[src/rtl/core/unit_expression_tokenizer_defines.svh]
// Assertion helpers for the tokenizer RTL.
// Each one samples on clk and is disabled while arst_n is low.
`ifndef UNIT_EXPRESSION_TOKENIZER_DEFINES_SVH
`define UNIT_EXPRESSION_TOKENIZER_DEFINES_SVH

// Check a property on every clock edge outside reset.
`define UET_ASSERT(name, prop, msg) \
	name: assert property (@(posedge clk) disable iff (!arst_n) (prop)) else $error(msg);

// Check that a condition implies a consequence in the same cycle.
`define UET_ASSERT_IMP(name, ante, cons, msg) \
	name: assert property (@(posedge clk) disable iff (!arst_n) (ante) |-> (cons)) else $error(msg);

`endif

[src/rtl/core/uet_pkg.sv]
package uet_pkg;

	// Exponent format: magnitude saturates at 2^(ExpBits-1)-1
	localparam int ExpBits = 16;
	localparam int MagW    = ExpBits - 1;
	localparam int PayW    = 16;
	localparam int MaxRes  = 3;
	localparam int QDepth  = 4;
	localparam int QPtrW   = $clog2(QDepth);
	localparam int TDataW  = 32;

	localparam logic [MagW-1:0] MagMax = {MagW{1'b1}};

	// Characters with a meaning in the grammar
	localparam logic [7:0] ChStar  = 8'h2a;
	localparam logic [7:0] ChDot   = 8'h2e;
	localparam logic [7:0] ChCaret = 8'h5e;
	localparam logic [7:0] ChSlash = 8'h2f;
	localparam logic [7:0] ChOpen  = 8'h28;
	localparam logic [7:0] ChClose = 8'h29;
	localparam logic [7:0] ChUnder = 8'h5f;
	localparam logic [7:0] ChMinus = 8'h2d;
	localparam logic [7:0] ChPlus  = 8'h2b;
	localparam logic [7:0] ChZero  = 8'h30;
	localparam logic [7:0] ChSpace = 8'h20;
	localparam logic [7:0] ChDel   = 8'h7f;

	typedef enum logic [1:0] {
		KindSym  = 2'd0,
		KindTerm = 2'd1,
		KindDone = 2'd2,
		KindErr  = 2'd3
	} kind_t;

	typedef enum logic [2:0] {
		ErrEmpty    = 3'd0,
		ErrNoSym    = 3'd1,
		ErrCaretInt = 3'd2,
		ErrImplInt  = 3'd3,
		ErrEmptyPar = 3'd4,
		ErrNoClose  = 3'd5,
		ErrUnexp    = 3'd6
	} err_t;

	// One result: kind plus a payload holding the character, exponent or error code
	typedef struct packed {
		kind_t           kind;
		logic [PayW-1:0] pay;
	} rec_t;

	// All results caused by one character
	typedef struct packed {
		logic [1:0]              cnt;
		rec_t [MaxRes-1:0]       rec;
	} bundle_t;

	function automatic rec_t mk_rec(kind_t kind, logic [PayW-1:0] pay);
		rec_t r;
		r.kind = kind;
		r.pay  = pay;
		return r;
	endfunction

	function automatic rec_t err_rec(err_t code);
		return mk_rec(KindErr, PayW'(code));
	endfunction

	// Append a result at the end of a bundle
	function automatic bundle_t append(bundle_t b, rec_t r);
		bundle_t o;
		o = b;
		if (b.cnt < 2'(MaxRes)) begin
			o.rec[b.cnt] = r;
			o.cnt = b.cnt + 2'd1;
		end
		return o;
	endfunction

endpackage

[src/rtl/core/uet_front.sv]
module uet_front (
	input  logic                 clk,
	input  logic                 arst_n,
	input  logic                 in_valid,
	output logic                 in_ready,
	input  logic [7:0]           in_char,
	input  logic                 in_last,
	output logic                 push,
	output uet_pkg::bundle_t     push_data,
	input  logic                 q_full
);

	typedef enum logic [8:0] {
		PhStart     = 9'b000000001,
		PhSym       = 9'b000000010,
		PhCaret     = 9'b000000100,
		PhCaretSign = 9'b000001000,
		PhImplSign  = 9'b000010000,
		PhDigits    = 9'b000100000,
		PhSlash     = 9'b001000000,
		PhOpen      = 9'b010000000,
		PhClose     = 9'b100000000
	} phase_t;

	phase_t                  phase_q, phase_v;
	logic                    den_q, den_v;
	logic                    par_q, par_v;
	logic                    neg_q, neg_v;
	logic [uet_pkg::MagW-1:0] mag_q, mag_v;
	logic                    err_q, err_v;
	logic                    any_q, any_v;
	uet_pkg::bundle_t        bnd_v;

	logic [7:0]              lc;
	logic                    letter, digit, skip, mul, after;
	logic [uet_pkg::MagW+3:0] acc;

	logic accept;

	// Term result from the given exponent state
	function automatic uet_pkg::rec_t term_rec(logic [uet_pkg::MagW-1:0] mag, logic neg,
			logic den);
		logic [uet_pkg::PayW-1:0] v;
		v = uet_pkg::PayW'(mag);
		if (neg ^ den) begin
			v = -v;
		end
		return uet_pkg::mk_rec(uet_pkg::KindTerm, v);
	endfunction

	assign in_ready = !q_full;
	assign accept   = in_valid && in_ready;

	// Classify the character
	always_comb begin
		lc     = in_char | 8'h20;
		letter = (in_char < 8'd128) && (lc inside {[8'h61:8'h7a]});
		digit  = in_char inside {[8'h30:8'h39]};
		skip   = (in_char < 8'd32) || (in_char == uet_pkg::ChDel) ||
			(in_char == uet_pkg::ChSpace);
		mul    = (in_char == uet_pkg::ChStar) || (in_char == uet_pkg::ChDot);
		acc    = (uet_pkg::MagW+4)'({mag_q, 3'b000}) +
			(uet_pkg::MagW+4)'({mag_q, 1'b0}) +
			(uet_pkg::MagW+4)'(in_char - uet_pkg::ChZero);
	end

	// Advance the parser and collect the results of this character
	always_comb begin
		phase_v = phase_q;
		den_v   = den_q;
		par_v   = par_q;
		neg_v   = neg_q;
		mag_v   = mag_q;
		err_v   = err_q;
		any_v   = any_q;
		bnd_v   = '0;
		after   = 1'b0;

		if (!err_q && !skip) begin
			any_v = 1'b1;
			case (phase_q)
				PhStart: begin
					if (letter) begin
						bnd_v   = uet_pkg::append(bnd_v,
							uet_pkg::mk_rec(uet_pkg::KindSym, uet_pkg::PayW'(in_char)));
						phase_v = PhSym;
						mag_v   = uet_pkg::MagW'(1);
						neg_v   = 1'b0;
					end else begin
						bnd_v = uet_pkg::append(bnd_v, uet_pkg::err_rec(uet_pkg::ErrNoSym));
						err_v = 1'b1;
					end
				end
				PhSym: begin
					if (letter || digit || in_char == uet_pkg::ChUnder) begin
						bnd_v = uet_pkg::append(bnd_v,
							uet_pkg::mk_rec(uet_pkg::KindSym, uet_pkg::PayW'(in_char)));
					end else if (in_char == uet_pkg::ChCaret) begin
						phase_v = PhCaret;
					end else if (in_char == uet_pkg::ChMinus) begin
						neg_v   = 1'b1;
						phase_v = PhImplSign;
					end else begin
						bnd_v = uet_pkg::append(bnd_v, term_rec(mag_q, neg_q, den_q));
						after = 1'b1;
					end
				end
				PhCaret: begin
					if (in_char == uet_pkg::ChMinus) begin
						neg_v   = 1'b1;
						phase_v = PhCaretSign;
					end else if (in_char == uet_pkg::ChPlus) begin
						phase_v = PhCaretSign;
					end else if (digit) begin
						mag_v   = uet_pkg::MagW'(in_char[3:0]);
						phase_v = PhDigits;
					end else begin
						bnd_v = uet_pkg::append(bnd_v,
							uet_pkg::err_rec(uet_pkg::ErrCaretInt));
						err_v = 1'b1;
					end
				end
				PhCaretSign, PhImplSign: begin
					if (digit) begin
						mag_v   = uet_pkg::MagW'(in_char[3:0]);
						phase_v = PhDigits;
					end else begin
						bnd_v = uet_pkg::append(bnd_v, uet_pkg::err_rec(
							(phase_q == PhCaretSign) ? uet_pkg::ErrCaretInt
							: uet_pkg::ErrImplInt));
						err_v = 1'b1;
					end
				end
				PhDigits: begin
					if (digit) begin
						mag_v = (acc > (uet_pkg::MagW+4)'(uet_pkg::MagMax)) ? uet_pkg::MagMax
							: acc[uet_pkg::MagW-1:0];
					end else begin
						bnd_v = uet_pkg::append(bnd_v, term_rec(mag_q, neg_q, den_q));
						after = 1'b1;
					end
				end
				PhSlash: begin
					den_v = 1'b1;
					if (in_char == uet_pkg::ChOpen) begin
						par_v   = 1'b1;
						phase_v = PhOpen;
					end else if (letter) begin
						par_v   = 1'b0;
						bnd_v   = uet_pkg::append(bnd_v,
							uet_pkg::mk_rec(uet_pkg::KindSym, uet_pkg::PayW'(in_char)));
						phase_v = PhSym;
						mag_v   = uet_pkg::MagW'(1);
						neg_v   = 1'b0;
					end else begin
						bnd_v = uet_pkg::append(bnd_v, uet_pkg::err_rec(uet_pkg::ErrNoSym));
						err_v = 1'b1;
					end
				end
				PhOpen: begin
					if (in_char == uet_pkg::ChClose) begin
						bnd_v = uet_pkg::append(bnd_v,
							uet_pkg::err_rec(uet_pkg::ErrEmptyPar));
						err_v = 1'b1;
					end else if (letter) begin
						bnd_v   = uet_pkg::append(bnd_v,
							uet_pkg::mk_rec(uet_pkg::KindSym, uet_pkg::PayW'(in_char)));
						phase_v = PhSym;
						mag_v   = uet_pkg::MagW'(1);
						neg_v   = 1'b0;
					end else begin
						bnd_v = uet_pkg::append(bnd_v, uet_pkg::err_rec(uet_pkg::ErrNoSym));
						err_v = 1'b1;
					end
				end
				PhClose: begin
					if (in_char == uet_pkg::ChSlash) begin
						phase_v = PhSlash;
					end else begin
						bnd_v = uet_pkg::append(bnd_v, uet_pkg::err_rec(uet_pkg::ErrUnexp));
						err_v = 1'b1;
					end
				end
				default: begin
					bnd_v = uet_pkg::append(bnd_v, uet_pkg::err_rec(uet_pkg::ErrUnexp));
					err_v = 1'b1;
				end
			endcase

			// Decide what may follow a finished term
			if (after) begin
				if (par_q) begin
					if (mul) begin
						phase_v = PhStart;
					end else if (in_char == uet_pkg::ChClose) begin
						par_v   = 1'b0;
						phase_v = PhClose;
					end else begin
						bnd_v = uet_pkg::append(bnd_v,
							uet_pkg::err_rec(uet_pkg::ErrNoClose));
						err_v = 1'b1;
					end
				end else if (in_char == uet_pkg::ChSlash) begin
					phase_v = PhSlash;
				end else if (mul && !den_q) begin
					phase_v = PhStart;
				end else begin
					bnd_v = uet_pkg::append(bnd_v, uet_pkg::err_rec(uet_pkg::ErrUnexp));
					err_v = 1'b1;
				end
			end
		end

		// Close the expression on the last character
		if (in_last) begin
			if (!err_v) begin
				if (!any_v) begin
					bnd_v = uet_pkg::append(bnd_v, uet_pkg::err_rec(uet_pkg::ErrEmpty));
				end else begin
					case (phase_v)
						PhSym, PhDigits: begin
							bnd_v = uet_pkg::append(bnd_v, term_rec(mag_v, neg_v, den_v));
							if (par_v) begin
								bnd_v = uet_pkg::append(bnd_v,
									uet_pkg::err_rec(uet_pkg::ErrNoClose));
							end else begin
								bnd_v = uet_pkg::append(bnd_v,
									uet_pkg::mk_rec(uet_pkg::KindDone, '0));
							end
						end
						PhStart, PhSlash: begin
							bnd_v = uet_pkg::append(bnd_v,
								uet_pkg::err_rec(uet_pkg::ErrNoSym));
						end
						PhOpen: begin
							bnd_v = uet_pkg::append(bnd_v,
								uet_pkg::err_rec(uet_pkg::ErrEmptyPar));
						end
						PhCaret, PhCaretSign: begin
							bnd_v = uet_pkg::append(bnd_v,
								uet_pkg::err_rec(uet_pkg::ErrCaretInt));
						end
						PhImplSign: begin
							bnd_v = uet_pkg::append(bnd_v,
								uet_pkg::err_rec(uet_pkg::ErrImplInt));
						end
						PhClose: begin
							bnd_v = uet_pkg::append(bnd_v,
								uet_pkg::mk_rec(uet_pkg::KindDone, '0));
						end
						default: begin
							bnd_v = uet_pkg::append(bnd_v,
								uet_pkg::err_rec(uet_pkg::ErrUnexp));
						end
					endcase
				end
			end
			phase_v = PhStart;
			den_v   = 1'b0;
			par_v   = 1'b0;
			neg_v   = 1'b0;
			mag_v   = '0;
			err_v   = 1'b0;
			any_v   = 1'b0;
		end
	end

	assign push      = accept && (bnd_v.cnt != 2'd0);
	assign push_data = bnd_v;

	// Hold the parser state between characters
	always_ff @(posedge clk or negedge arst_n) begin
		if (!arst_n) begin
			phase_q <= PhStart;
			den_q   <= 1'b0;
			par_q   <= 1'b0;
			neg_q   <= 1'b0;
			mag_q   <= '0;
			err_q   <= 1'b0;
			any_q   <= 1'b0;
		end else if (accept) begin
			phase_q <= phase_v;
			den_q   <= den_v;
			par_q   <= par_v;
			neg_q   <= neg_v;
			mag_q   <= mag_v;
			err_q   <= err_v;
			any_q   <= any_v;
		end
	end

endmodule

[src/rtl/core/uet_queue.sv]
module uet_queue (
	input  logic             clk,
	input  logic             arst_n,
	input  logic             push,
	input  uet_pkg::bundle_t push_data,
	output logic             full,
	output logic             valid,
	output uet_pkg::bundle_t data,
	input  logic             pop
);

	uet_pkg::bundle_t             mem_q [uet_pkg::QDepth];
	logic [uet_pkg::QPtrW-1:0]    wr_q, rd_q;
	logic [uet_pkg::QPtrW:0]      cnt_q;
	logic                         do_push, do_pop;

	assign full    = cnt_q == (uet_pkg::QPtrW+1)'(uet_pkg::QDepth);
	assign valid   = cnt_q != '0;
	assign data    = mem_q[rd_q];
	assign do_push = push && !full;
	assign do_pop  = pop && valid;

	// Store bundles at the write pointer
	always_ff @(posedge clk) begin
		if (do_push) begin
			mem_q[wr_q] <= push_data;
		end
	end

	// Advance pointers and occupancy
	always_ff @(posedge clk or negedge arst_n) begin
		if (!arst_n) begin
			wr_q  <= '0;
			rd_q  <= '0;
			cnt_q <= '0;
		end else begin
			if (do_push) begin
				wr_q <= wr_q + 1'b1;
			end
			if (do_pop) begin
				rd_q <= rd_q + 1'b1;
			end
			if (do_push && !do_pop) begin
				cnt_q <= cnt_q + 1'b1;
			end else if (do_pop && !do_push) begin
				cnt_q <= cnt_q - 1'b1;
			end
		end
	end

endmodule

[src/rtl/core/uet_back.sv]
`include "unit_expression_tokenizer_defines.svh"

module uet_back (
	input  logic                      clk,
	input  logic                      arst_n,
	input  logic                      q_valid,
	input  uet_pkg::bundle_t          q_data,
	output logic                      q_pop,
	output logic                      out_valid,
	input  logic                      out_ready,
	output logic [uet_pkg::TDataW-1:0] out_data,
	output logic [1:0]                out_kind,
	output logic                      out_last
);

	logic [1:0]     idx_q;
	uet_pkg::rec_t  out_rec_q;
	logic           out_last_q, out_valid_q;
	logic           load, rec_last;

	assign load     = q_valid && (!out_valid_q || out_ready);
	assign rec_last = idx_q == (q_data.cnt - 2'd1);
	assign q_pop    = load && rec_last;

	// Walk through the head bundle one result per cycle while the output is taken
	always_ff @(posedge clk or negedge arst_n) begin
		if (!arst_n) begin
			idx_q       <= '0;
			out_valid_q <= 1'b0;
		end else begin
			if (load) begin
				out_valid_q <= 1'b1;
				idx_q       <= rec_last ? 2'd0 : idx_q + 2'd1;
			end else if (out_ready) begin
				out_valid_q <= 1'b0;
			end
		end
	end

	// Hold the result in the output register
	always_ff @(posedge clk) begin
		if (load) begin
			out_rec_q  <= q_data.rec[idx_q];
			out_last_q <= rec_last;
		end
	end

	// Place the payload in its field, others zero
	always_comb begin
		out_data = '0;
		case (out_rec_q.kind)
			uet_pkg::KindSym:  out_data[7:0]   = out_rec_q.pay[7:0];
			uet_pkg::KindTerm: out_data[23:8]  = out_rec_q.pay;
			uet_pkg::KindErr:  out_data[26:24] = out_rec_q.pay[2:0];
			default:           out_data        = '0;
		endcase
	end

	assign out_valid = out_valid_q;
	assign out_kind  = out_rec_q.kind;
	assign out_last  = out_last_q;

	`UET_ASSERT_IMP(a_err_ends_run, out_valid && out_kind == uet_pkg::KindErr, out_last, "error result not last of run")
	`UET_ASSERT_IMP(a_done_ends_run, out_valid && out_kind == uet_pkg::KindDone, out_last, "done result not last of run")
	`UET_ASSERT_IMP(a_sym_fields, out_valid && out_kind == uet_pkg::KindSym, out_data[31:8] == '0, "symbol result carries stray fields")
	`UET_ASSERT(a_idx_in_bundle, !q_valid || (idx_q < q_data.cnt), "result index beyond bundle")

endmodule

[src/rtl/core/unit_expression_tokenizer.sv]
// Unit expression tokenizer.
// Input stream (s_*): one character per request, s_tlast on the final character
// of an expression. Output stream (m_*): symbol characters, term-complete with
// signed exponent, expression-done, or an error code; m_tlast marks the final
// result caused by one input character.
// Throughput: one character per cycle. A character that causes several results
// sends them on the output one after another; a 4-entry queue between the
// parser and the output stage absorbs such bursts, so input stalls only when
// the queue fills.
// Path: the first result of a character is written to the queue and then to
// the output register before it is presented on m_*; each further result of
// that character follows it in order.
// Characters that cause no result (a caret, an exponent sign, skipped
// whitespace) take no queue entry.
// Reset: arst_n clears the parser to the start of an expression and empties the
// queue and the output register; no clearing pass is needed.
// Stall: while m_tready is low the output result holds, the queue fills, and
// s_tready drops when it is full.
module unit_expression_tokenizer (
	input  logic        clk,
	input  logic        arst_n,
	input  logic        s_tvalid,
	output logic        s_tready,
	input  logic [7:0]  s_tdata,   // [7:0] char_code
	input  logic        s_tlast,
	output logic        m_tvalid,
	input  logic        m_tready,
	output logic [31:0] m_tdata,   // [7:0] symbol_char, [23:8] term_exponent, [26:24] error_code
	output logic [1:0]  m_tuser,   // [1:0] result_kind
	output logic        m_tlast
);

	logic             push, full, q_valid, q_pop;
	uet_pkg::bundle_t push_data, q_data;

	// Parse characters into result bundles
	uet_front u_front (
		.clk       (clk),
		.arst_n    (arst_n),
		.in_valid  (s_tvalid),
		.in_ready  (s_tready),
		.in_char   (s_tdata),
		.in_last   (s_tlast),
		.push      (push),
		.push_data (push_data),
		.q_full    (full)
	);

	// Buffer bundles between parser and output
	uet_queue u_queue (
		.clk       (clk),
		.arst_n    (arst_n),
		.push      (push),
		.push_data (push_data),
		.full      (full),
		.valid     (q_valid),
		.data      (q_data),
		.pop       (q_pop)
	);

	// Serialize bundles onto the output stream
	uet_back u_back (
		.clk       (clk),
		.arst_n    (arst_n),
		.q_valid   (q_valid),
		.q_data    (q_data),
		.q_pop     (q_pop),
		.out_valid (m_tvalid),
		.out_ready (m_tready),
		.out_data  (m_tdata),
		.out_kind  (m_tuser),
		.out_last  (m_tlast)
	);

endmodule
[config.mk]
export PLATFORM = sky130hd
export DESIGN_NAME = unit_expression_tokenizer
export DESIGN_NICKNAME = d
export VERILOG_FILES = /design/src/rtl/core/uet_pkg.sv /design/src/rtl/core/uet_front.sv /design/src/rtl/core/uet_queue.sv /design/src/rtl/core/uet_back.sv /design/src/rtl/core/unit_expression_tokenizer.sv
export VERILOG_INCLUDE_DIRS = /design/src /design/src/rtl/core
export SDC_FILE = /design/constraint.sdc
export NUM_CORES = 1
export LEC_CHECK = 0
export ABC_AREA = 1
export BUFFER_PORTS_ARGS = -buffer_cell sky130_fd_sc_hd__buf_2
export CAP_MARGIN = 20
export CORE_MARGIN = 2
export CORE_UTILIZATION = 28
export DETAILED_ROUTE_END_ITERATION = 8
export PLACE_DENSITY = 0.41
export SLEW_MARGIN = 10
export SYNTH_ARGS = -nofsm -noshare
export SYNTH_HDL_FRONTEND = slang
export SYNTH_SLANG_ARGS = --single-unit
[constraint.sdc]
create_clock -name clk -period 5.87 [get_ports clk]
set_input_delay 0.8805 -clock clk [delete_from_list [all_inputs] [get_ports clk]]
set_output_delay 0.8805 -clock clk [all_outputs]
set_load 0.005 [all_outputs]
# Word-level counts from Yosys, hierarchy flattened
# Memory sizes are Yosys's and may differ from the RTL's.
# Cells that the tools add are included.
totals:
  ff_bits: 58
  mem_bits_rw: 224
  input_bits: 13
  output_inout_bits: 37
  elab_cells: 297
  memories: 1
classes:
  n_addsub: 14
  order_cmp: 17
  n_eq_ne: 33
  muxes: 143
  bitwise: 35
  reduce_logical: 39
memory_table:
  columns: ["memory", "words", "width", "rd", "rd_ports_with_merged_regs", "wr", "line", "rtl"]
  rows:
  - ["u_queue.mem_q", 4, 56, 1, 0, 1, "uet_queue.sv:12", "uet_pkg::bundle_t mem_q [uet_pkg::QDepth];"]
op_table:
  columns: ["op", "n"]
  rows:
  - ["two-way mux 56 bit", 34]
  - ["one-hot mux 56 bit (8 select lines)", 1]
  - ["one-hot mux 56 bit (6 select lines)", 1]
  - ["two-way mux 55 bit", 5]
  - ["bitwise AND 42 bit", 5]
  - ["NOT 42 bit", 5]
  - ["two-way mux 9 bit", 18]
  - ["two-way mux 15 bit", 10]
  - ["bitwise AND 45 bit", 3]
  - ["NOT 45 bit", 3]
  - ["two-way mux 16 bit", 7]
  - ["demux 18 bit (select 2 bit)", 3]
  - ["bitwise AND 51 bit", 2]
  - ["NOT 51 bit", 2]
  - ["two-way mux 18 bit", 5]
  - ["one-hot mux 15 bit (6 select lines)", 1]
  - ["equality test 8 x 6 -> 1 bit, second input constant", 8]
  - ["one-hot mux 9 bit (7 select lines)", 1]
  - ["bitwise OR 12 bit", 5]
  - ["bitwise mux 54 bit", 1]
  - ["bitwise AND 48 bit", 1]
  - ["NOT 48 bit", 1]
  - ["two-way mux 1 bit", 47]
  - ["binary-select mux 18 bit (select 2 bit)", 1]
  - ["49 further kinds", 111]

# Longest topological paths before layout
# Gate-level depths: netlist of the first run.
depth:
  ltp_word: 49
  depth_mapped: 34
  mapped_depth_nobuf: 33

# Hierarchy
# From an unflattened synthesis of the first run, not the netlist that was laid out.
unflattened:
  cells_unflattened: 2156
  hier_area_um2: 18571.6
modules_own_cells:
  columns: ["module", "n_inst", "cells_per_inst", "area_each_um2", "seq_area_each_um2"]
  rows:
  - ["uet_queue", 1, 713, 9843.2, 6901.6]
  - ["uet_front", 1, 1252, 7164.4, 726.9]
  - ["uet_back", 1, 191, 1564.0, 645.6]

# Worst setup path after synthesis of the first run
# No wires, ideal clock.
synth_path:
  kind: "in2reg"
  start: "input port s_tdata[4]"
  end: "memory u_queue.mem_q[0][0] (netlist bit), enable pin"
  setup_ps: 425
  arrival_time_ps: 5214
  required_time_ps: 5445
  path_slack_ps: 231
  path_stages: 27
  n_path_buf: 1
  path_cell_list: "inv_1 > ha_1 > nand2_1 > nor2_1 > nand2_1 > nand2_1 > inv_1 > nand2_1 > nand2_1 > a21oi_2 > nand3_1 > nor2_1 > inv_1 > ha_1 > nor2_1 > a21oi_1 > nand3_1 > ha_1 > clkbuf_1 > inv_1 > o21bai_1 > nand2_1 > nand3_1 > nand2_1 > nand2_4 > nand2_8 > nor2_2"
synth_between:
  elab_chain_cells: 33
  elab_cells_between_ends: 139
  classes_between: "add/sub (3); order compare (9); eq/ne (20); mux (90); reduce/logical (17)"
synth_lines:
  columns: ["element", "line", "rtl"]
  rows:
  - ["start, declared", "unit_expression_tokenizer.sv:24", "input logic [7:0] s_tdata,"]
  - [">= comparator 8 x 7 -> 1 bit or less-or-equal comparator 8 x 7 -> 1 bit (tied branches)", "uet_front.sv:57", "letter = (in_char < 8'd128) && (lc inside {[8'h61:8'h7a]});"]
  - ["logical AND 1 bit (2 in a row)", "uet_front.sv:57", null]
  - ["logical OR 1 bit (2 in a row)", "uet_front.sv:95", "if (letter || digit || in_char == uet_pkg::ChUnder) begin"]
  - ["two-way mux 56 bit", "uet_front.sv:95", null]
  - ["one-hot mux 56 bit (8 select lines)", "uet_front.sv:81", "case (phase_q)"]
  - ["two-way mux 56 bit", "uet_front.sv:79", "if (!err_q && !skip) begin"]
  - ["adder 2 x 1 -> 2 bit or less-than comparator 2 bit (tied branches)", "uet_pkg.sv:74, uet_pkg.sv:72", null]
  - ["two-way mux 56 bit", "uet_pkg.sv:72", "if (b.cnt < 2'(MaxRes)) begin"]
  - ["[... 15 more ...]", null, null]
  - ["two-way mux 56 bit", "uet_front.sv:217", "if (!any_v) begin"]
  - ["two-way mux 56 bit", "uet_front.sv:216", "if (!err_v) begin"]
  - ["two-way mux 56 bit (*)", "uet_front.sv:215", "if (in_last) begin"]
  - ["nonzero test 2 bit (*)", "uet_front.sv:268", "assign push = accept && (bnd_v.cnt != 2'd0);"]
  - ["logical AND 1 bit (*)", "uet_front.sv:268", null]
  - ["logical AND 1 bit (*)", "uet_queue.sv:20", "assign do_push = push && !full;"]
  - ["two-way mux 1 bit (*)", "uet_queue.sv:25", "if (do_push) begin"]
  - ["two-way mux 1 bit (not written as such) (*)", "uet_queue.sv:26", "mem_q[wr_q] <= push_data;"]
  - ["end, declared", "uet_queue.sv:12", null]
# Every way passes the cells marked *; elsewhere a longest branch is shown, timed or not. The select of a mux whose other input is x is not followed.

==> results of run 1 <==
## sequential cells by signal, summed over array words and instances, names as in the netlist
signal,count
u_queue.rd_q,2
u_front.phase_q,9
u_back.out_last,1
u_front.any_q,1
u_back.idx_q,2
u_front.mag_q,15
u_front.neg_q,1
u_back.out_kind,2
u_queue.wr_q,2
u_back.out_rec_q,16
u_back.out_valid,1
u_front.den_q,1
u_queue.mem_q,224
u_front.par_q,1
u_queue.cnt_q,3
u_front.err_q,1
## synthesized netlist by cell type (all sizes together), types with 11 or more instances
cell      n
fa       15
o22ai    52
nor3     20
a32o     11
a21oi    78
ha       37
buf      31
o21ai   185
nor2    326
xor2     23
nand3   129
nand2   388
inv     187
o221ai   28
clkbuf   57
nand4    28
o211ai   11
edfxtp  243
dfrtp    38
## stage by stage
stage / worst slack (ps) / hold slack (ps) / cells
after floorplan: 231 / 499 / 1945
after global placement: 389 / 520 / 2723
after detailed placement: 331 / 526 / 2723
after CTS: 890 / 452 / 2783
after global routing: 355 / 486 / 2783
final: 875 / 436 / 2783
## power by group
part	switching, mW	internal (mW)
combinational	3.54	1.49
sequential	0.209	2.93
clock	0.862	1.29
## worst max-delay path by stage
stage                     startpoint              endpoint  slack, ps  cells past startpoint
floorplan                 s_tdata[4]   u_queue.mem_q[0][0]        230                     27
global placement          s_tdata[4]  u_queue.mem_q[2][15]        390                     24
detailed placement        s_tdata[4]  u_queue.mem_q[2][15]        330                     25
CTS                       s_tdata[4]  u_queue.mem_q[0][15]        890                     25
global route        u_front.mag_q[2]  u_queue.mem_q[2][14]        360                     28
finish                    s_tdata[4]  u_queue.mem_q[3][15]        880                     25
## cell usage in the layout (no fill, tap or decap), drive strengths merged, types with 5 or more instances in the layout
master,Yosys,final
clkinv,6,17
dfrtp,38,38
nand2,388,388
conb,1,5
a31oi,5,5
clkbuf,57,43
xnor2,10,10
inv,187,189
nor3,20,20
a32o,11,11
xor2,23,23
ha,37,37
o21ai,185,185
edfxtp,243,243
fa,15,15
nand4,28,28
nor2,326,326
o211ai,11,11
a21oi,78,78
o221ai,28,28
o22ai,52,52
buf,31,93
nand3,129,129
## layout make-up
| cell class | instances | area, um2 | share of cell area [%] |
|---|---|---|---|
| flip-flops and latches | 282 | 8280 | 43.1 |
| inverters | 193 | 734 | 3.82 |
| well taps | 773 | 967 | 5.03 |
| repair buffers | 93 | 651 | 3.38 |
| clock buffers | 43 | 948 | 4.93 |
| multi-input cells | 1382 | 7460 | 38.8 |
| clock inverters | 17 | 183 | 0.950 |
## metal layers
layer	share of wire, %	vias to the layer above	GRT usage (%)
met5	0	-	0
met1	48	6644	23.6
met3	3.9	48	2.02
met2	47	334	27.9
met4	1.7	0	4.18
li1	-	6759	-
## cells by family after synthesis
kind of cell	Yosys count
AO/OA/AOI/OAI	393
XOR/XNOR	33
adder cells (fa/ha/maj)	52
buffers and inverters	281
flip-flops	282
other	1
AND/OR/NAND/NOR	899
## critical path, cell delays in order
cell	delay, ps
buf_2	150
ha_1	270
nor2_1	140
buf_4	230
inv_1	70
fa_1	470
inv_1	40
ha_1	340
nand2_1	110
nor2_1	160
nand3_1	80
or2_1	240
nand3_1	70
nand2_1	60
nor2_1	160
buf_4	210
nand3_1	90
nand2_1	70
nand3_1	120
nand2_1	170
nand3_2	150
o21ai_4	250
nand3_1	140
o21ai_1	360
o21bai_1	190
==> results.toml, run 1 <==
[clock_tree]
cts.path.max_buffers = 3
numCtsBuffers = 35
insertion_delay_ps = 540
cts_hold_buf = 0
cts_sinks = 282
cts-root-buf = "clkbuf_16"
clk_pin_slew_ps = 60
cts_tree = "yes"
cts_setup_buffers = 0
cts-htree-levels = 2
ctsResizeCount = 0

[timing]
layout_min_cycle_time_ps = 4990
worstMarginPinSlew_ps = 995
slew_violations = 0
setup_tns_ps = 0
hold_violations = 0
clock-skew-final_ps = 21.3
rsz0062_at_grt = "no"
maxClockFrequency_mhz = 200
period_share_pct = 85.1
max_slew_margin_pct = 33.3
finalSetupViolations = 0

[logic_synthesis]
ys_types = 68
synthMuxAreaShare_pct = 0
async_flop_share_pct = 13.8
synth_simple_gate_area_share_pct = 23.8
synth_flop_cell = "edfxtp_1"
syn_avg_cell_area_um2 = 8.68
synth_top_family_by_area = "simple AND/OR/NAND/NOR gates"
synth-edff-count = 243
ys_seq_elements = 282
netlist_instances = 1941
synth_top_area_share_pct = 43.3
synth_seq_area_share_pct = 49.1
synth_fa_ha_area_share_pct = 4.53
synth_top_cells_by_area = "edfxtp_1 (43%), nand2_1 (8.0%), nor2_1 (6.6%)"
synth_warnings = 0
synth_xor_xnor_area_share_pct = 1.80
synth_area_leader_cell = "edfxtp_1"
synth_compound_area_share_pct = 13.9
synth_area_um2 = 16800

[worst_hold_path]
hp-class = "in -> async"

[cells_and_area]
post-route-util_pct = 32.4
nNetsFinal = 2052
design_area_um2 = 19200
layout-drive-gt1-share_pct = 13.3
num-fill-cells = 6236
synthToLayoutAreaGrowth_pct = 14.1
diodes = 0

[global_route]
first_global_vias = 13500
grt_max_degree = 95
antenna_found_initial = 0
track_usage_pct = 16.9
grt_first_pass_wirelength_mm = 82.2
grt_remaining_overflow = 0

[setup_path]
critical_path_class = "in -> reg"
cp-end-kind = "flop"
r2r_start = "u_front.mag_q[2]"
crit_fanout = 11
cp-start-kind = "input port"
reg2reg_depth = 24
cp.required_ps = 6110
reg2reg_to = "u_queue.mem_q[3][15]"
r2r_slack_ps = 980
worstPathArrival_ps = 5240

[pwr]
p_leak_nw = 7.65
finalPower_mw = 10.3
powerDensity_nw_per_um2 = 536
ir_drop_v = 0.000219

[drt]
first_iter_violations = 1045
vias_per_cell = 4.95
vias = 13800
drt_wl_total_mm = 52.9
drtPass1Iterations = 5
wl_per_cell_um = 19.0
route.detailed.drc = 0
ant_nets = 0

[placed_design]
dpl_cell_area_um2 = 18100
dp_hpwl_mm = 36.8
port_buffers = 44
gp_routability_congestion = 0.863

[floorplanning]
core_um2 = 59200
initial_core_util_pct = 28.4
num_rows = 89
die_y_um = 249
io_pins = 50
die_w_um = 249
die-area_um2 = 62100

[outcome]
outcome = "finished, final reports clean"

[flow_run]
drv_cap = 0
No activity file was read; power rests on OpenSTA's default activity.
==> inputs of run 2 (changes only) <==
Settings changed: ABC_AREA 1 to default.
==> run 2 against run 1 <==
Against the previous run:
- power shrank 18%
- final cell count shrank 17%
- flip-flop and latch count is the same
- die area shrank 4.9%
- synthesized cell count shrank 31%
- critical endpoint is now u_queue.mem_q[0][32]
- largest cell class unchanged
- highest routed layer unchanged
==> results.toml, run 2 <==
[outcome]
outcome = "finished, final reports clean"

[clock_tree]
cts_setup_buffers = 0
cts_tree = "yes"
cts-root-buf = "clkbuf_16"
ctsResizeCount = 0
numCtsBuffers = 30
clk_pin_slew_ps = 60
cts_sinks = 282
insertion_delay_ps = 590
cts_hold_buf = 0
cts-htree-levels = 1
cts.path.max_buffers = 3

[setup_path]
reg2reg_depth = 21
slowest_stage = "fa_1"
r2r_slack_ps = 380
cp_common_cell = "buf_4"
critical_path_class = "in -> reg"
cp-end-kind = "flop"
reg2reg_to = "u_queue.cnt_q[2]"
crit_fanout = 6
cp-start-kind = "input port"
slowest_delay_ps = 470
cp.required_ps = 6190
path_buf_inv = 7
cp.depth = 23
worstPathArrival_ps = 5830
path_cells = "buf_2 > ha_1 > or3_1 > inv_1 > fa_1 > ha_1 > buf_4 > a21oi_1 > o21ai_0 > o2111ai_1 > a311oi_1 > a2111oi_2 > buf_4 > nand3_1 > o311ai_0 > nand3_1 > nor3_1 > buf_4 > buf_4 > a31oi_1 > xor2_1 > buf_4 > nor2_1"
crit_family = "compound AO/OA/AOI/OAI gates"
r2r_start = "u_front.phase_q[3]"

[logic_synthesis]
ys_types = 97
synth_area_leader_cell = "edfxtp_1"
synth_seq_area_share_pct = 51.7
synthTopCellsByCount = "edfxtp_1 (243), nor2_1 (106), nand2_1 (88), o21ai_0 (66), a21oi_1 (64)"
synth_top_cells_by_area = "edfxtp_1 (46%), mux4_2 (7.9%), dfrtp_1 (5.9%)"
synth_warnings = 0
ys_seq_elements = 282
async_flop_share_pct = 13.8
yosysMostFrequentCell = "edfxtp_1"
syn_avg_cell_area_um2 = 11.9
synth-edff-count = 243
synth_top_area_share_pct = 45.6
synth_flop_cell = "edfxtp_1"
synth_area_um2 = 16000
netlist_instances = 1341

[drt]
drt_wl_total_mm = 48.4
wl_per_cell_um = 21.0
first_iter_violations = 735
drtPass1Iterations = 5
ant_nets = 0
vias_per_cell = 5.07
vias = 11700
route.detailed.drc = 0

[cells_and_area]
top_register = "u_queue.mem_q"
num-fill-cells = 5616
largest_register_ffs = 224
reg_top3 = "u_queue.mem_q (224), u_back.out_rec_q (16), u_front.mag_q (15)"
design_area_um2 = 19500
synthToLayoutAreaGrowth_pct = 21.5
layout-drive-gt1-share_pct = 24.1
mostFrequentLayoutCell = "edfxtp_1"
nNetsFinal = 1593
diodes = 0
mostFrequentLayoutCells = "edfxtp_1 (243), buf_4 (172), nor2_1 (106)"

[pwr]
ir_drop_v = 0.000228
p_leak_nw = 7.27
powerDensity_nw_per_um2 = 433
clkPwrFrac_pct = 23.4
power.internal_mw = 5.39
swShare_pct = 36.0
switching_power_mw = 3.03
combPwrFrac_pct = 41.8
finalPower_mw = 8.42
p_seq_share_pct = 34.8

[timing]
maxClockFrequency_mhz = 182
slew_violations = 0
worstMarginPinSlew_ps = 992
period_share_pct = 93.8
clock-skew-final_ps = 18.3
finalWorstSetupSlack_ps = 361
rsz0062_at_grt = "no"
max_slew_margin_pct = 33.6
finalSetupViolations = 0
hold_violations = 0
setup_tns_ps = 0
layout_min_cycle_time_ps = 5510

[floorplanning]
initial_core_util_pct = 28.3
io_pins = 50
die_y_um = 243
core_um2 = 56500
num_rows = 87
die_w_um = 243
die-area_um2 = 59100

[global_route]
grt_max_degree = 57
grt_first_pass_wirelength_mm = 74.4
antenna_found_initial = 0
grt_remaining_overflow = 0
first_global_vias = 12000
track_usage_pct = 16.3

[placed_design]
port_buffers = 44
gp_routability_congestion = 0.849
dpl_cell_area_um2 = 18400
pre_cts_ws_ps = -405
dp_hpwl_mm = 35.1

[flow_run]
drv_cap = 0

[worst_hold_path]
hp-class = "in -> async"
[run 2: cell types whose count changed after synthesis, moves of 27 or more]
cell | previous run | this run
o21ai_0 | 160 | 66
nand2_1 | 358 | 88
inv_1 | 162 | 62
and2_1 | 1 | 35
nand3_1 | 118 | 25
xnor2_1 | 9 | 36
mux4_2 | 0 | 56
nor2_1 | 294 | 106
[run 2: worst max-delay path by stage]
stage / to / start
6_report: u_queue.mem_q[0][32] / s_tdata[4]
5_1_grt: u_queue.mem_q[0][20] / s_tdata[4]
4_1_cts: u_queue.mem_q[0][20] / s_tdata[4]
3_5_place_dp: u_queue.mem_q[1][20] / s_tdata[4]
3_3_place_gp: u_queue.mem_q[0][20] / s_tdata[4]
2_1_floorplan: u_queue.mem_q[0][0] / s_tdata[3]
[run 2: logic make-up after synthesis]
kind of cell,synth area share [%]
flops,51.7
simple gates,12.1
mux,9.53
compound gates,15.2
xor+xnor,3.23
fa+ha+maj,4.77
other cells,0.0234
buf+inv,3.50
[run 2: through the flow]
step / hold WS, ps / utilization [%] / std cells
2_1_floorplan: 464 / - / 1345
3_3_place_gp: 481 / 32.5 / 2251
3_5_place_dp: 487 / 32.5 / 2251
4_1_cts: 417 / 34.4 / 2306
5_1_grt: 441 / 34.4 / 2307
6_report: 405 / 34.4 / 2307
[run 2: area by class of cell]
type                       instances  area (um2)  share of cell area [%]
clock buffer                      44         853                    4.39
clock inverter                    11         185                   0.952
inverter                          65         244                    1.25
multi-input combinational        925        7280                    37.4
sequential                       282        8280                    42.6
tap                              756         946                    4.86
timing repair buffer             224        1670                    8.59
[run 2: power groups by stage]
stage,registers (mW),clock network (mW),logic [mW]
after floorplan,2.87,0,2.28
after global placement,2.97,0,3.56
after detailed placement,2.98,0,3.56
after CTS,2.94,2.02,3.57
after global routing,2.99,2.10,3.88
final,2.93,1.97,3.52
[run 2: routing by layer]
layer | part of all wire [%] | GRT usage [%] | vias up
li1 | - | - | 5523
met1 | 47 | 22.6 | 5865
met2 | 48 | 27.1 | 245
met3 | 3.7 | 1.92 | 64
met4 | 1.9 | 3.97 | 0
met5 | 0 | 0 | -
==> inputs of run 3 (changes only) <==
Clock period 5.87 ns to 6.73 ns, I/O delays scaled along.
==> run 3 against run 2 <==
Against the previous run:
- clock-buffer cell count shrank 8
- critical endpoint is now u_queue.cnt_q[1]
- combinational power shrank 18%
- utilization shrank 1.5 points
- critical path depth shrank 5
- non-clock buffer count shrank 95
- sequential power shrank 13%
- die area is the same
- sequential share of layout area grew 1.9 points
- critical path type is now reg -> reg
- power shrank 15%
- design area shrank 4.2%
- register-to-register slack gained 350 ps
- largest cell class unchanged
- largest power group unchanged
==> results.toml, run 3 (same netlist as run 2, synthesis figures left out) <==
[clock_tree]
cts-root-buf = "clkbuf_16"
numCtsBuffers = 31
cts.path.max_buffers = 3
ctsResizeCount = 0
clk_pin_slew_ps = 60
cts_setup_buffers = 0
insertion_delay_ps = 580
cts-htree-levels = 1
cts_hold_buf = 0
cts_tree = "yes"
cts_sinks = 282

[cells_and_area]
largest_register_ffs = 224
top_register = "u_queue.mem_q"
design_area_um2 = 18600
layout-drive-gt1-share_pct = 18.3
mostFrequentLayoutCells = "edfxtp_1 (243), nor2_1 (106), nand2_1 (88)"
reg_top3 = "u_queue.mem_q (224), u_back.out_rec_q (16), u_front.mag_q (15)"
nNetsFinal = 1499
post-route-util_pct = 33.0
diodes = 0
synthToLayoutAreaGrowth_pct = 16.4
mostFrequentLayoutCell = "edfxtp_1"

[pwr]
p_leak_nw = 6.77
p_seq_share_pct = 35.8
powerDensity_nw_per_um2 = 384
power.internal_mw = 4.54
switching_power_mw = 2.62
clkPwrFrac_pct = 23.9
swShare_pct = 36.6
ir_drop_v = 0.000222
combPwrFrac_pct = 40.4

[placed_design]
gp_routability_congestion = 0.898
port_buffers = 44
dp_hpwl_mm = 32.9
dpl_cell_area_um2 = 17600

[setup_path]
crit_fanout = 9
worstPathArrival_ps = 6460
critical_path_class = "reg -> reg"
cp-start-kind = "flop"
cp.required_ps = 7190
cp-end-kind = "flop"

[timing]
hold_violations = 0
setup_tns_ps = 0
period_share_pct = 89.2
maxClockFrequency_mhz = 167
layout_min_cycle_time_ps = 6000
worstMarginPinSlew_ps = 999
slew_violations = 0
rsz0062_at_grt = "no"
max_slew_margin_pct = 32.5
clock-skew-final_ps = 17.1
finalSetupViolations = 0

[floorplanning]
initial_core_util_pct = 28.3
io_pins = 50
num_rows = 87
die-area_um2 = 59100
die_w_um = 243
core_um2 = 56500
die_y_um = 243

[drt]
drt_wl_total_mm = 46.8
vias_per_cell = 5.14
drtPass1Iterations = 5
vias = 11400
ant_nets = 0
route.detailed.drc = 0
wl_per_cell_um = 21.1
first_iter_violations = 782

[global_route]
antenna_found_initial = 0
first_global_vias = 11600
grt_remaining_overflow = 0
grt_max_degree = 58
grt_first_pass_wirelength_mm = 71.9
track_usage_pct = 15.7

[flow_run]
drv_cap = 0

[outcome]
outcome = "finished, final reports clean"

[worst_hold_path]
hp-class = "in -> async"
run 3: per-layer routing:
layer  track usage (%)  up-vias  wire [um]
met4              3.43        0        748
met2              25.6      282      21900
li1                  -     5349          -
met3              1.58       48       1760
met5                 0        -          0
met1              22.4     5711      22300
run 3: layout make-up:
type                    count  area [um2]
clock buffers              36         795
clock inverters            22         234
fillers                  5677       37900
inverters                  65         244
multi-input cells         925        7210
flip-flops and latches    282        8280
well taps                 756         946
repair buffers            129         933
run 3: through the flow:
stage	setup slack, ps	instances	hold WS (ps)	power [mW]
after detailed placement	217	2156	491	5.53
final	725	2215	306	7.16
after global routing	378	2215	303	7.62
after global placement	202	2156	483	5.52
after CTS	779	2214	499	7.27
after floorplan	591	1345	464	4.48
run 3: critical path, cell delays in order (launching register included):
cell	delay, ps
dfrtp_1	460
nor3_1	460
nand4_1	450
and4_1	460
nand2_1	140
nand2_1	100
or4_1	600
ha_1	220
nand2_1	50
nor3_1	60
a41oi_1	780
ha_1	310
clkinv_1	90
o311ai_1	490
a31oi_4	220
ha_1	260
inv_1	70
fa_1	400
mux2_2	260
run 3: power groups by stage:
stage / Sequential [mW] / Combinational (mW) / Clock, mW
after global placement: 2.60 / 2.92 / 0
final: 2.56 / 2.89 / 1.71
after floorplan: 2.50 / 1.98 / 0
after detailed placement: 2.61 / 2.92 / 0
after CTS: 2.57 / 2.93 / 1.77
after global routing: 2.61 / 3.19 / 1.83
run 3: path summary, 6_finish.rpt:
kind / cells after the start / slack (ps) / to / from
worst max-delay path: 18 / 730 / u_queue.cnt_q[1] / u_front.phase_q[2]
worst min-delay path: 1 / 310 / u_queue.rd_q[0] / arst_n
worst max register to register: 18 / 730 / u_queue.cnt_q[1] / u_front.phase_q[2]
worst min register to register: 1 / 490 / u_queue.cnt_q[2] / u_queue.cnt_q[2]
max in group asynchronous: 2 / 5890 / u_front.phase_q[0] / arst_n
min in group clk: 1 / 490 / u_queue.cnt_q[2] / u_queue.cnt_q[2]
